`config.mk`:
```
export PLATFORM = sky130hd
export DESIGN_NAME = auth_frame_verifier_core
export DESIGN_NICKNAME = d
export VERILOG_FILES = /design/src/sv/afv_pkg.sv /design/src/sv/auth_frame_verifier_core.sv /design/src/sv/afv_front.sv /design/src/sv/afv_back.sv
export SDC_FILE = /design/constraint.sdc
export NUM_CORES = 2
export LEC_CHECK = 0
export BUFFER_PORTS_ARGS = -buffer_cell sky130_fd_sc_hd__buf_4
export CORE_AREA = 8 8 276 278
export DETAILED_ROUTE_END_ITERATION = 12
export DIE_AREA = 0 0 284 286
export HOLD_SLACK_MARGIN = 0.03
export PLACE_DENSITY = 0.92
export SYNTH_ARGS = -nofsm -noshare
export SYNTH_HDL_FRONTEND = slang
export SYNTH_SLANG_ARGS = --single-unit
```
`constraint.sdc`:
```
create_clock -name i_clk -period 10.8 [get_ports i_clk]
set_clock_uncertainty 0.05 [all_clocks]
set_input_delay 1.08 -clock i_clk [delete_from_list [all_inputs] [get_ports i_clk]]
set_output_delay 1.08 -clock i_clk [all_outputs]
set_load 0.1 [all_outputs]
```
`src/sv/afv_pkg.sv`:
```
// Shared types, constants and helper functions of the authenticated frame verifier.
`default_nettype none
package afv_pkg;

    localparam int KEY_BYTES = 16;
    localparam int ARGS_MAX  = 32;

    localparam int POS_W = 9;
    localparam int KW    = $clog2(KEY_BYTES) + 1;
    localparam int AW    = (ARGS_MAX > 1) ? $clog2(ARGS_MAX) : 1;
    localparam int CW    = $clog2(ARGS_MAX + 1);

    localparam logic [POS_W-1:0] POS_SAT        = {POS_W{1'b1}};
    localparam logic [POS_W-1:0] FRAME_OVERHEAD = POS_W'(15);
    localparam logic [15:0]      CRC_INIT       = 16'hFFFF;
    localparam logic [15:0]      CRC_POLY       = 16'h1021;
    localparam logic [31:0]      HASH_BASIS     = 32'h811C9DC5;
    localparam logic [31:0]      HASH_MUL1      = 32'h01000193;
    localparam logic [31:0]      HASH_MUL2      = 32'h2545F491;

    localparam logic [2:0] REG_MAGIC   = 3'd0;
    localparam logic [2:0] REG_VERSION = 3'd1;
    localparam logic [2:0] REG_KEY_LO  = 3'd2;
    localparam logic [2:0] REG_KEY_HI  = 3'd3;
    localparam logic [2:0] REG_REPLAY  = 3'd4;

    localparam logic [2:0] STS_OK     = 3'd0;
    localparam logic [2:0] STS_LENGTH = 3'd1;
    localparam logic [2:0] STS_HEADER = 3'd2;
    localparam logic [2:0] STS_ARGS   = 3'd3;
    localparam logic [2:0] STS_CRC    = 3'd4;
    localparam logic [2:0] STS_MAC    = 3'd5;
    localparam logic [2:0] STS_REPLAY = 3'd6;

    typedef struct packed {
        logic [7:0]   magic;
        logic [7:0]   version;
        logic [127:0] key;
        logic         replay;
    } t_cfg;

    typedef struct packed {
        logic [7:0]       b;
        logic [POS_W-1:0] pos;
        logic             fin;
    } t_qent;

    typedef enum logic [3:0] {
        ST_IDLE, ST_BYTE, ST_KEY, ST_MUL1, ST_MUL2,
        ST_CHECK, ST_STATUS, ST_ARGRD, ST_ARGOUT
    } t_state;

    typedef enum logic [1:0] {
        PH_BYTE, PH_PRE, PH_POST
    } t_phase;

    function automatic logic [15:0] crc_byte(input logic [15:0] crc, input logic [7:0] b);
        logic [15:0] c;
        c = crc ^ {b, 8'h00};
        for (int k = 0; k < 8; k++) begin
            c = c[15] ? ({c[14:0], 1'b0} ^ CRC_POLY) : {c[14:0], 1'b0};
        end
        return c;
    endfunction

    function automatic logic [7:0] key_byte(input logic [127:0] key, input logic [3:0] idx);
        return key[{idx, 3'b000} +: 8];
    endfunction

endpackage
`default_nettype wire

```
`src/sv/auth_frame_verifier_core.sv`:
```
// Top level of the authenticated frame verifier: configuration registers, front and back end.
`default_nettype none
// Frame bytes enter one transaction at a time, from the length byte onwards,
// with i_frame_end set on the final byte. A two-entry queue separates the
// byte intake from the checking engine, so bytes keep being taken while the
// engine works or while a result waits at the output, until the queue holds
// two entries. The engine takes one byte at a time from the queue, in the idle
// state, and then updates the CRC and the header fields in the byte state. A
// byte that goes through the keyed hash then passes a round of two
// multiplications in two registered stages. The key is mixed in sixteen hash
// rounds before the first byte of a frame and after its final byte, ahead of
// the check and status states that give the verdict. Each argument byte
// result after the status result is read from the registered argument store
// before it is loaded. Configuration writes are always taken and must only be
// issued while the block is idle.
module auth_frame_verifier_core (
    input  wire logic        i_clk,
    input  wire logic        i_rst_n,
    input  wire logic        i_cfg_valid,
    output logic             o_cfg_ready,
    input  wire logic [2:0]  i_cfg_index,
    input  wire logic [63:0] i_cfg_data,
    input  wire logic        i_in_valid,
    output logic             o_in_stall,
    input  wire logic [7:0]  i_rx_byte,
    input  wire logic        i_frame_end,
    output logic             o_out_valid,
    input  wire logic        i_out_stall,
    output logic             o_kind,
    output logic [2:0]       o_status,
    output logic [31:0]      o_msg_counter,
    output logic [7:0]       o_command,
    output logic [5:0]       o_arg_count,
    output logic [7:0]       o_arg_byte,
    output logic [4:0]       o_arg_index,
    output logic             o_run_end
);

    afv_pkg::t_cfg  r_cfg;
    afv_pkg::t_qent w_q_data;
    logic           w_q_valid, w_q_pop;

    assign o_cfg_ready = 1'b1;

    // The register file; an index beyond the list is ignored.
    always_ff @(posedge i_clk) begin
        if (!i_rst_n) begin
            r_cfg <= '{magic: 8'h00, version: 8'h00, key: '0, replay: 1'b1};
        end else if (i_cfg_valid) begin
            case (i_cfg_index)
                afv_pkg::REG_MAGIC:   r_cfg.magic       <= i_cfg_data[7:0];
                afv_pkg::REG_VERSION: r_cfg.version     <= i_cfg_data[7:0];
                afv_pkg::REG_KEY_LO:  r_cfg.key[63:0]   <= i_cfg_data;
                afv_pkg::REG_KEY_HI:  r_cfg.key[127:64] <= i_cfg_data;
                afv_pkg::REG_REPLAY:  r_cfg.replay      <= i_cfg_data[0];
                default: ;
            endcase
        end
    end

    afv_front u_front (
        .i_clk       (i_clk),
        .i_rst_n     (i_rst_n),
        .i_in_valid  (i_in_valid),
        .o_in_stall  (o_in_stall),
        .i_rx_byte   (i_rx_byte),
        .i_frame_end (i_frame_end),
        .o_q_valid   (w_q_valid),
        .o_q_data    (w_q_data),
        .i_q_pop     (w_q_pop)
    );

    afv_back u_back (
        .i_clk         (i_clk),
        .i_rst_n       (i_rst_n),
        .i_cfg         (r_cfg),
        .i_q_valid     (w_q_valid),
        .i_q_data      (w_q_data),
        .o_q_pop       (w_q_pop),
        .o_out_valid   (o_out_valid),
        .i_out_stall   (i_out_stall),
        .o_kind        (o_kind),
        .o_status      (o_status),
        .o_msg_counter (o_msg_counter),
        .o_command     (o_command),
        .o_arg_count   (o_arg_count),
        .o_arg_byte    (o_arg_byte),
        .o_arg_index   (o_arg_index),
        .o_run_end     (o_run_end)
    );

endmodule
`default_nettype wire

```
`src/sv/afv_front.sv`:
```
// Front end: accepts frame bytes, tags each with its position and queues it.
`default_nettype none
module afv_front (
    input  wire logic          i_clk,
    input  wire logic          i_rst_n,
    input  wire logic          i_in_valid,
    output logic               o_in_stall,
    input  wire logic [7:0]    i_rx_byte,
    input  wire logic          i_frame_end,
    output logic               o_q_valid,
    output afv_pkg::t_qent     o_q_data,
    input  wire logic          i_q_pop
);

    afv_pkg::t_qent              r_q [2];
    logic                        r_wp, r_rp;
    logic [1:0]                  r_cnt;
    logic [afv_pkg::POS_W-1:0]   r_pos;
    logic                        w_push;

    assign o_in_stall = (r_cnt == 2'd2);
    assign w_push     = i_in_valid && !o_in_stall;
    assign o_q_valid  = (r_cnt != 2'd0);
    assign o_q_data   = r_q[r_rp];

    always_ff @(posedge i_clk) begin
        if (w_push) begin
            r_q[r_wp] <= '{b: i_rx_byte, pos: r_pos, fin: i_frame_end};
        end
    end

    always_ff @(posedge i_clk) begin
        if (!i_rst_n) begin
            r_wp  <= 1'b0;
            r_rp  <= 1'b0;
            r_cnt <= 2'd0;
            r_pos <= '0;
        end else begin
            if (w_push) begin
                r_wp <= !r_wp;
                if (i_frame_end) begin
                    r_pos <= '0;
                end else if (r_pos != afv_pkg::POS_SAT) begin
                    r_pos <= r_pos + 1'b1;
                end
            end
            if (i_q_pop) begin
                r_rp <= !r_rp;
            end
            r_cnt <= r_cnt + {1'b0, w_push} - {1'b0, i_q_pop};
        end
    end

`ifndef SYNTH
    a_cnt_bound: assert property (@(posedge i_clk) disable iff (!i_rst_n)
        r_cnt != 2'd3) else $error("queue count out of range");
    a_pos_restart: assert property (@(posedge i_clk) disable iff (!i_rst_n)
        w_push && i_frame_end |=> r_pos == '0) else $error("position not restarted");
`endif

endmodule
`default_nettype wire

```
`src/sv/afv_back.sv`:
```
// Back end: runs the CRC, the keyed hash and the frame checks, and emits the results.
`default_nettype none
module afv_back (
    input  wire logic                 i_clk,
    input  wire logic                 i_rst_n,
    input  wire afv_pkg::t_cfg        i_cfg,
    input  wire logic                 i_q_valid,
    input  wire afv_pkg::t_qent       i_q_data,
    output logic                      o_q_pop,
    output logic                      o_out_valid,
    input  wire logic                 i_out_stall,
    output logic                      o_kind,
    output logic [2:0]                o_status,
    output logic [31:0]               o_msg_counter,
    output logic [7:0]                o_command,
    output logic [5:0]                o_arg_count,
    output logic [7:0]                o_arg_byte,
    output logic [4:0]                o_arg_index,
    output logic                      o_run_end
);

    localparam int PW = afv_pkg::POS_W;

    afv_pkg::t_state r_state, n_state;
    afv_pkg::t_phase r_phase;

    logic [7:0]    r_b;
    logic [PW-1:0] r_pos;
    logic          r_fin;
    logic [31:0]   r_h, r_m1, r_ctr, r_mac, r_newest;
    logic [7:0]    r_hin, r_len, r_cmd, r_argc;
    logic [15:0]   r_crc, r_rcrc;
    logic [2:0]    r_eerr, r_st;
    logic [afv_pkg::KW-1:0] r_k;
    logic [afv_pkg::CW-1:0] r_ai;
    logic [7:0]    r_rdata;
    logic [7:0]    r_mem [afv_pkg::ARGS_MAX];

    logic          r_ovalid, r_okind, r_oend;
    logic [2:0]    r_ostatus;
    logic [31:0]   r_octr;
    logic [7:0]    r_ocmd, r_obyte;
    logic [5:0]    r_ocnt;
    logic [4:0]    r_oidx;

    logic [PW-1:0] w_rel, w_n;
    logic          w_in_args, w_do_crc, w_need_hash, w_key_done, w_arg_last;
    logic [7:0]    w_hin;
    logic [2:0]    w_st;
    logic          w_out_free, w_load_status, w_load_arg;
    logic [9:0]    w_rel_x, w_argc_x;

    // Byte classification by position within the frame.
    always_comb begin
        w_rel       = r_pos - PW'(9);
        w_rel_x     = {1'b0, w_rel};
        w_argc_x    = {2'b00, r_argc};
        w_in_args   = (r_pos >= PW'(9)) && (w_rel_x < w_argc_x);
        w_do_crc    = (r_pos < PW'(9)) || ({1'b0, r_pos} < 10'd13 + w_argc_x);
        w_need_hash = (r_pos >= PW'(2) && r_pos <= PW'(8)) || w_in_args;
        w_hin       = (r_pos == PW'(2)) ? i_cfg.version : r_b;
        w_key_done  = (r_k == afv_pkg::KW'(afv_pkg::KEY_BYTES));
        w_arg_last  = ((8'(r_ai) + 8'd1) == r_argc);
        w_n         = (r_pos == afv_pkg::POS_SAT) ? r_pos : r_pos + 1'b1;
    end

    // Final verdict, first failing check wins.
    always_comb begin
        if (w_n < afv_pkg::FRAME_OVERHEAD || ({1'b0, r_len} + PW'(1)) != w_n) begin
            w_st = afv_pkg::STS_LENGTH;
        end else if (r_eerr != afv_pkg::STS_OK) begin
            w_st = r_eerr;
        end else if (w_n != afv_pkg::FRAME_OVERHEAD + {1'b0, r_argc}) begin
            w_st = afv_pkg::STS_LENGTH;
        end else if (r_crc != r_rcrc) begin
            w_st = afv_pkg::STS_CRC;
        end else if (r_h != r_mac) begin
            w_st = afv_pkg::STS_MAC;
        end else if (i_cfg.replay && r_ctr <= r_newest) begin
            w_st = afv_pkg::STS_REPLAY;
        end else begin
            w_st = afv_pkg::STS_OK;
        end
    end

    always_comb begin
        n_state = r_state;
        case (r_state)
            afv_pkg::ST_IDLE: begin
                if (i_q_valid) begin
                    n_state = (i_q_data.pos == '0) ? afv_pkg::ST_KEY : afv_pkg::ST_BYTE;
                end
            end
            afv_pkg::ST_BYTE: begin
                if (w_need_hash) n_state = afv_pkg::ST_MUL1;
                else n_state = r_fin ? afv_pkg::ST_KEY : afv_pkg::ST_IDLE;
            end
            afv_pkg::ST_KEY:  n_state = afv_pkg::ST_MUL1;
            afv_pkg::ST_MUL1: n_state = afv_pkg::ST_MUL2;
            afv_pkg::ST_MUL2: begin
                case (r_phase)
                    afv_pkg::PH_BYTE: n_state = r_fin ? afv_pkg::ST_KEY : afv_pkg::ST_IDLE;
                    afv_pkg::PH_PRE:  n_state = w_key_done ? afv_pkg::ST_BYTE : afv_pkg::ST_KEY;
                    default:          n_state = w_key_done ? afv_pkg::ST_CHECK : afv_pkg::ST_KEY;
                endcase
            end
            afv_pkg::ST_CHECK: n_state = afv_pkg::ST_STATUS;
            afv_pkg::ST_STATUS: begin
                if (w_out_free) begin
                    n_state = (r_st != afv_pkg::STS_OK || r_argc == 8'd0)
                            ? afv_pkg::ST_IDLE : afv_pkg::ST_ARGRD;
                end
            end
            afv_pkg::ST_ARGRD: n_state = afv_pkg::ST_ARGOUT;
            afv_pkg::ST_ARGOUT: begin
                if (w_out_free) begin
                    n_state = w_arg_last ? afv_pkg::ST_IDLE : afv_pkg::ST_ARGRD;
                end
            end
            default: n_state = afv_pkg::ST_IDLE;
        endcase
    end

    always_comb begin
        w_out_free    = !r_ovalid || !i_out_stall;
        o_q_pop       = (r_state == afv_pkg::ST_IDLE) && i_q_valid;
        w_load_status = (r_state == afv_pkg::ST_STATUS) && w_out_free;
        w_load_arg    = (r_state == afv_pkg::ST_ARGOUT) && w_out_free;
    end

    always_ff @(posedge i_clk) begin
        if (!i_rst_n) begin
            r_state  <= afv_pkg::ST_IDLE;
            r_phase  <= afv_pkg::PH_BYTE;
            r_newest <= '0;
        end else begin
            r_state <= n_state;
            case (r_state)
                afv_pkg::ST_IDLE: begin
                    if (o_q_pop && i_q_data.pos == '0) r_phase <= afv_pkg::PH_PRE;
                end
                afv_pkg::ST_BYTE: begin
                    if (w_need_hash) r_phase <= afv_pkg::PH_BYTE;
                    else if (r_fin) r_phase <= afv_pkg::PH_POST;
                end
                afv_pkg::ST_MUL2: begin
                    if (r_phase == afv_pkg::PH_BYTE && r_fin) r_phase <= afv_pkg::PH_POST;
                end
                afv_pkg::ST_STATUS: begin
                    if (w_load_status && r_st == afv_pkg::STS_OK && i_cfg.replay) begin
                        r_newest <= r_ctr;
                    end
                end
                default: ;
            endcase
        end
    end

    always_ff @(posedge i_clk) begin
        case (r_state)
            afv_pkg::ST_IDLE: begin
                if (o_q_pop) begin
                    r_b   <= i_q_data.b;
                    r_pos <= i_q_data.pos;
                    r_fin <= i_q_data.fin;
                    if (i_q_data.pos == '0) begin
                        r_h    <= afv_pkg::HASH_BASIS;
                        r_crc  <= afv_pkg::CRC_INIT;
                        r_len  <= '0;
                        r_ctr  <= '0;
                        r_cmd  <= '0;
                        r_argc <= '0;
                        r_mac  <= '0;
                        r_rcrc <= '0;
                        r_eerr <= afv_pkg::STS_OK;
                        r_k    <= '0;
                    end
                end
            end
            afv_pkg::ST_KEY: begin
                r_hin <= afv_pkg::key_byte(i_cfg.key, 4'(r_k));
                r_k   <= r_k + 1'b1;
            end
            afv_pkg::ST_MUL1: r_m1 <= (r_h ^ {24'h0, r_hin}) * afv_pkg::HASH_MUL1;
            afv_pkg::ST_MUL2: begin
                r_h <= (r_m1 ^ (r_m1 >> 15)) * afv_pkg::HASH_MUL2;
                if (r_phase == afv_pkg::PH_BYTE) r_k <= '0;
            end
            afv_pkg::ST_BYTE: begin
                if (w_do_crc) r_crc <= afv_pkg::crc_byte(r_crc, r_b);
                r_hin <= w_hin;
                r_k   <= '0;
                if (r_pos == PW'(0)) begin
                    r_len <= r_b;
                end else if (r_pos == PW'(1)) begin
                    if (r_b != i_cfg.magic && r_eerr == afv_pkg::STS_OK)
                        r_eerr <= afv_pkg::STS_HEADER;
                end else if (r_pos == PW'(2)) begin
                    if (r_b != i_cfg.version && r_eerr == afv_pkg::STS_OK)
                        r_eerr <= afv_pkg::STS_HEADER;
                end else if (r_pos <= PW'(6)) begin
                    r_ctr[{r_pos[1:0] - 2'd3, 3'b000} +: 8] <= r_b;
                end else if (r_pos == PW'(7)) begin
                    r_cmd <= r_b;
                end else if (r_pos == PW'(8)) begin
                    r_argc <= r_b;
                    if (r_b > 8'(afv_pkg::ARGS_MAX) && r_eerr == afv_pkg::STS_OK)
                        r_eerr <= afv_pkg::STS_ARGS;
                end else if (!w_in_args) begin
                    if (w_rel_x < w_argc_x + 10'd4) begin
                        r_mac[{w_rel[1:0] - r_argc[1:0], 3'b000} +: 8] <= r_b;
                    end else if (w_rel_x == w_argc_x + 10'd4) begin
                        r_rcrc[7:0] <= r_b;
                    end else if (w_rel_x == w_argc_x + 10'd5) begin
                        r_rcrc[15:8] <= r_b;
                    end
                end
            end
            afv_pkg::ST_CHECK:  r_st <= w_st;
            afv_pkg::ST_STATUS: r_ai <= '0;
            afv_pkg::ST_ARGOUT: if (w_load_arg) r_ai <= r_ai + 1'b1;
            default: ;
        endcase
    end

    // Argument store: written while bytes are taken, read one entry per argument result on the way out.
    always_ff @(posedge i_clk) begin
        if (r_state == afv_pkg::ST_BYTE && w_in_args &&
            w_rel < PW'(afv_pkg::ARGS_MAX)) begin
            r_mem[w_rel[afv_pkg::AW-1:0]] <= r_b;
        end
        r_rdata <= r_mem[r_ai[afv_pkg::AW-1:0]];
    end

    always_ff @(posedge i_clk) begin
        if (!i_rst_n) begin
            r_ovalid <= 1'b0;
        end else if (w_load_status || w_load_arg) begin
            r_ovalid <= 1'b1;
        end else if (!i_out_stall) begin
            r_ovalid <= 1'b0;
        end
    end

    always_ff @(posedge i_clk) begin
        if (w_load_status) begin
            r_okind   <= 1'b0;
            r_ostatus <= r_st;
            r_obyte   <= '0;
            r_oidx    <= '0;
            if (r_st == afv_pkg::STS_OK) begin
                r_octr <= r_ctr;
                r_ocmd <= r_cmd;
                r_ocnt <= 6'(r_argc);
                r_oend <= (r_argc == 8'd0);
            end else begin
                r_octr <= '0;
                r_ocmd <= '0;
                r_ocnt <= '0;
                r_oend <= 1'b1;
            end
        end else if (w_load_arg) begin
            r_okind <= 1'b1;
            r_obyte <= r_rdata;
            r_oidx  <= 5'(r_ai);
            r_oend  <= w_arg_last;
        end
    end

    assign o_out_valid   = r_ovalid;
    assign o_kind        = r_okind;
    assign o_status      = r_ostatus;
    assign o_msg_counter = r_octr;
    assign o_command     = r_ocmd;
    assign o_arg_count   = r_ocnt;
    assign o_arg_byte    = r_obyte;
    assign o_arg_index   = r_oidx;
    assign o_run_end     = r_oend;

`ifndef SYNTH
    a_mul_order: assert property (@(posedge i_clk) disable iff (!i_rst_n)
        r_state == afv_pkg::ST_MUL1 |=> r_state == afv_pkg::ST_MUL2)
        else $error("hash round broken");
    a_arg_ok: assert property (@(posedge i_clk) disable iff (!i_rst_n)
        r_ovalid && r_okind |-> r_ostatus == afv_pkg::STS_OK)
        else $error("argument result on a failed frame");
`endif

endmodule
`default_nettype wire
```
==> impl_metrics.csv <==
group,metric,value,unit
floorplanning,start_util,0.668,
critical_path,cp-start-kind,"register",
floorplanning,dieArea,0.0812,sq mm
clock_tree,postCtsHoldBufs,0,
clock_tree,numCtsBuffers,81,
critical_path,required,11.11,ns
floorplanning,core_area,0.0721,sq mm
detailed_routing,via_per_inst,6.34,
clock_tree,clk_latency,0.65,ns
placed_design,io_buffers,146,
sta,setup_violations,0,
yosys,seq_area_frac_synth,0.445,
final_layout,drive_gt1_frac,0.116,
detailed_routing,totalWireLength,136000,um
status,status,"finished, final reports clean",
sta,rsz0062_at_grt,"false",
clock_tree,cts_setup_buffers,0,
floorplanning,pin_count,148,
final_layout,nets,5121,
sta,post-route-period-util,0.706,
sta,min_period,7.63,ns
grt,overflow,0,
clock_tree,htree_levels,3,
sta,fmax,0.131,GHz
placed_design,finalWeightedCongestion,1.03,
min_path,worst_hold_path_type,"reg2reg",
sta,hold_violations,0,
yosys,yosys.area.top_type,"edfxtp_1",
placed_design,dp_hpwl,95800,um
yosys,syn_area,0.0482,sq mm
job,drv_cap,0,
clock_tree,cts_resized,0,
sta,holdWs,0.401,ns
grt,antenna_found_initial,5,
clock_tree,clockRootBuffer,"clkbuf_16",
clock_tree,cts_tree,"built",
final_layout,final_core_util,0.734,
detailed_routing,drc,0,
grt,track_usage,0.331,
critical_path,cp-end-kind,"register",
detailed_routing,wl_per_cell,25.3,um
yosys,synth_cells,4237,
yosys,ys_types,92,
yosys,avgSynthCellArea,11.4,sq um
sta,maxSlewHeadroom,0.149,
yosys,yosysWarnings,0,
yosys,synth-seq-cells,788,
sta,worstMarginPinSlew,1.28,ns
floorplanning,fp-row-count,99,
detailed_routing,via_count,34200,
critical_path,critPathMaxFanout,9,
final_layout,syn2layout_area_growth,9.83,%
clock_tree,clock_sinks,788,
yosys,synth_top_cells_by_area,"edfxtp_1 (35%), ha_1 (12%), fa_1 (9.4%), dfxtp_1 (9.1%), mux4_2 (5.6%)",
sta,slew_viol_final,0,
critical_path,worstPathArrival,7.94,ns
yosys,synth_common_cells,"edfxtp_1 (568), inv_1 (558), nand2_1 (480)",
yosys,synth_edf_count,568,
yosys,synth.most_common_cell,"edfxtp_1",
yosys,synth_ff_type,"edfxtp_1",
yosys,synth.top_cell.area_share,0.354,
grt,grt_max_degree,101,
floorplanning,die_w,284,um
clock_tree,clk_path_buf_depth,3,
grt,grt_pass1_wl,206000,um
clock_tree,clkTransAtPathRegs,0.07,ns
sta,finalSetupTns,0,ns
critical_path,path_class,"reg2reg",
detailed_routing,drt-initial-drc-count,4040,
yosys,async_flop_share,0,
yosys,synth_nets,5002,
detailed_routing,drt-pass1-iter-count,8,
grt,grt_pass1_vias,35000,
detailed_routing,ant_nets,0,
floorplanning,dieHeight,286,um
metrics by stage:
| step | cells | cell area [sq um] | setup WS (ns) |
|---|---|---|---|
| floorplan | 4237 | 48200 | 3.83 |
| global placement | 5232 | 50300 | 3.49 |
| detailed placement | 5232 | 50300 | 3.31 |
| CTS | 5382 | 52900 | 3.24 |
| global route | 5382 | 52900 | 2.90 |
| finish | 5384 | 52900 | 3.17 |
layout by cell type, fill, tap and decap left out, types with 39 or more instances in the layout:
cell,instances
xnor2_1,204
clkbuf_16,84
and2_1,72
edfxtp_1,568
dfxtp_1,220
a21oi_1,323
nand2_1,480
buf_4,194
fa_1,226
nor2b_1,67
ha_1,458
nand3_1,69
o21ai_0,61
inv_1,558
nor2_1,185
mux4_2,120
nand2b_1,39
xor2_1,67
registers in the layout, indices dropped and copies added (netlist names), 6 cells and up, named ones only:
signal	count
u_back.r_pos	9
u_back.r_mem	256
u_back.r_ctr	32
u_back.r_rdata	8
r_cfg	145
u_back.r_len	8
u_back.r_crc	16
u_back.r_hin	8
u_back.r_ai	6
u_front.r_pos	9
u_front.r_q	36
u_back.r_mac	32
u_back.r_b	8
u_back.o_msg_counter	32
u_back.r_m1	32
u_back.o_arg_byte	8
u_back.r_argc	8
u_back.o_command	8
u_back.r_newest	32
u_back.r_rcrc	16
u_back.o_arg_count	6
u_back.r_h	32
u_back.r_cmd	8
path summary, 6_finish.rpt:
| check | slack (ns) | endpoint | startpoint | cells past startpoint |
|---|---|---|---|---|
| worst min-delay path | 0.40 | u_back.o_arg_byte[0] | u_back.r_rdata[0] | 2 |
| worst max-delay path | 3.17 | u_back.r_h[30] | u_back.r_m1[24] | 23 |
| worst max register to register | 3.17 | u_back.r_h[30] | u_back.r_m1[24] | 23 |
| worst min register to register | 0.40 | u_back.o_arg_byte[0] | u_back.r_rdata[0] | 2 |
metal layers:
metal	track usage	part of all wire	vias to the layer above
met4	0.198	0.072	6
met5	0	0.00029	-
met3	0.0700	0.098	590
li1	-	-	14700
met1	0.389	0.35	16700
met2	0.559	0.48	2174
worst max-delay path: stages (launching register included):
cell,delay [ns]
edfxtp_1,0.49
xnor2_1,0.38
inv_1,0.32
fa_1,0.57
fa_1,0.52
inv_1,0.05
fa_1,0.47
inv_1,0.05
fa_1,0.51
inv_1,0.06
fa_1,0.53
inv_1,0.06
fa_1,0.46
fa_1,0.49
ha_1,0.31
ha_1,0.40
a21o_1,0.22
a21o_1,0.17
a21oi_1,0.21
o22ai_1,0.10
a31o_2,0.25
o41ai_1,0.44
xnor2_1,0.18
nor2_1,0.05
cell type report:
cell class / count / area, sq um
inverter: 562 / 2110
tap: 959 / 1200
clock inverter: 43 / 395
multi-input combinational: 2729 / 24000
antenna: 2 / 5.00
clock buffer: 107 / 2260
fill: 4483 / 19200
sequential: 788 / 21500
timing repair buffer: 194 / 1460
cell families (layout without fill, tap and decap cells):
group	after synthesis	count (layout)	share of synthesized area
other cells	1	3	0.0000778
simple gates	1076	1076	0.105
compound gates	534	534	0.0645
flops	788	788	0.445
xor+xnor	274	274	0.0505
buf+inv	720	906	0.0569
fa+ha+maj	684	684	0.213
mux	160	160	0.0651
Power is left out: the tool's default activity adds up to more than one toggle a clock period on the data nets, which glitch-free logic cannot reach.
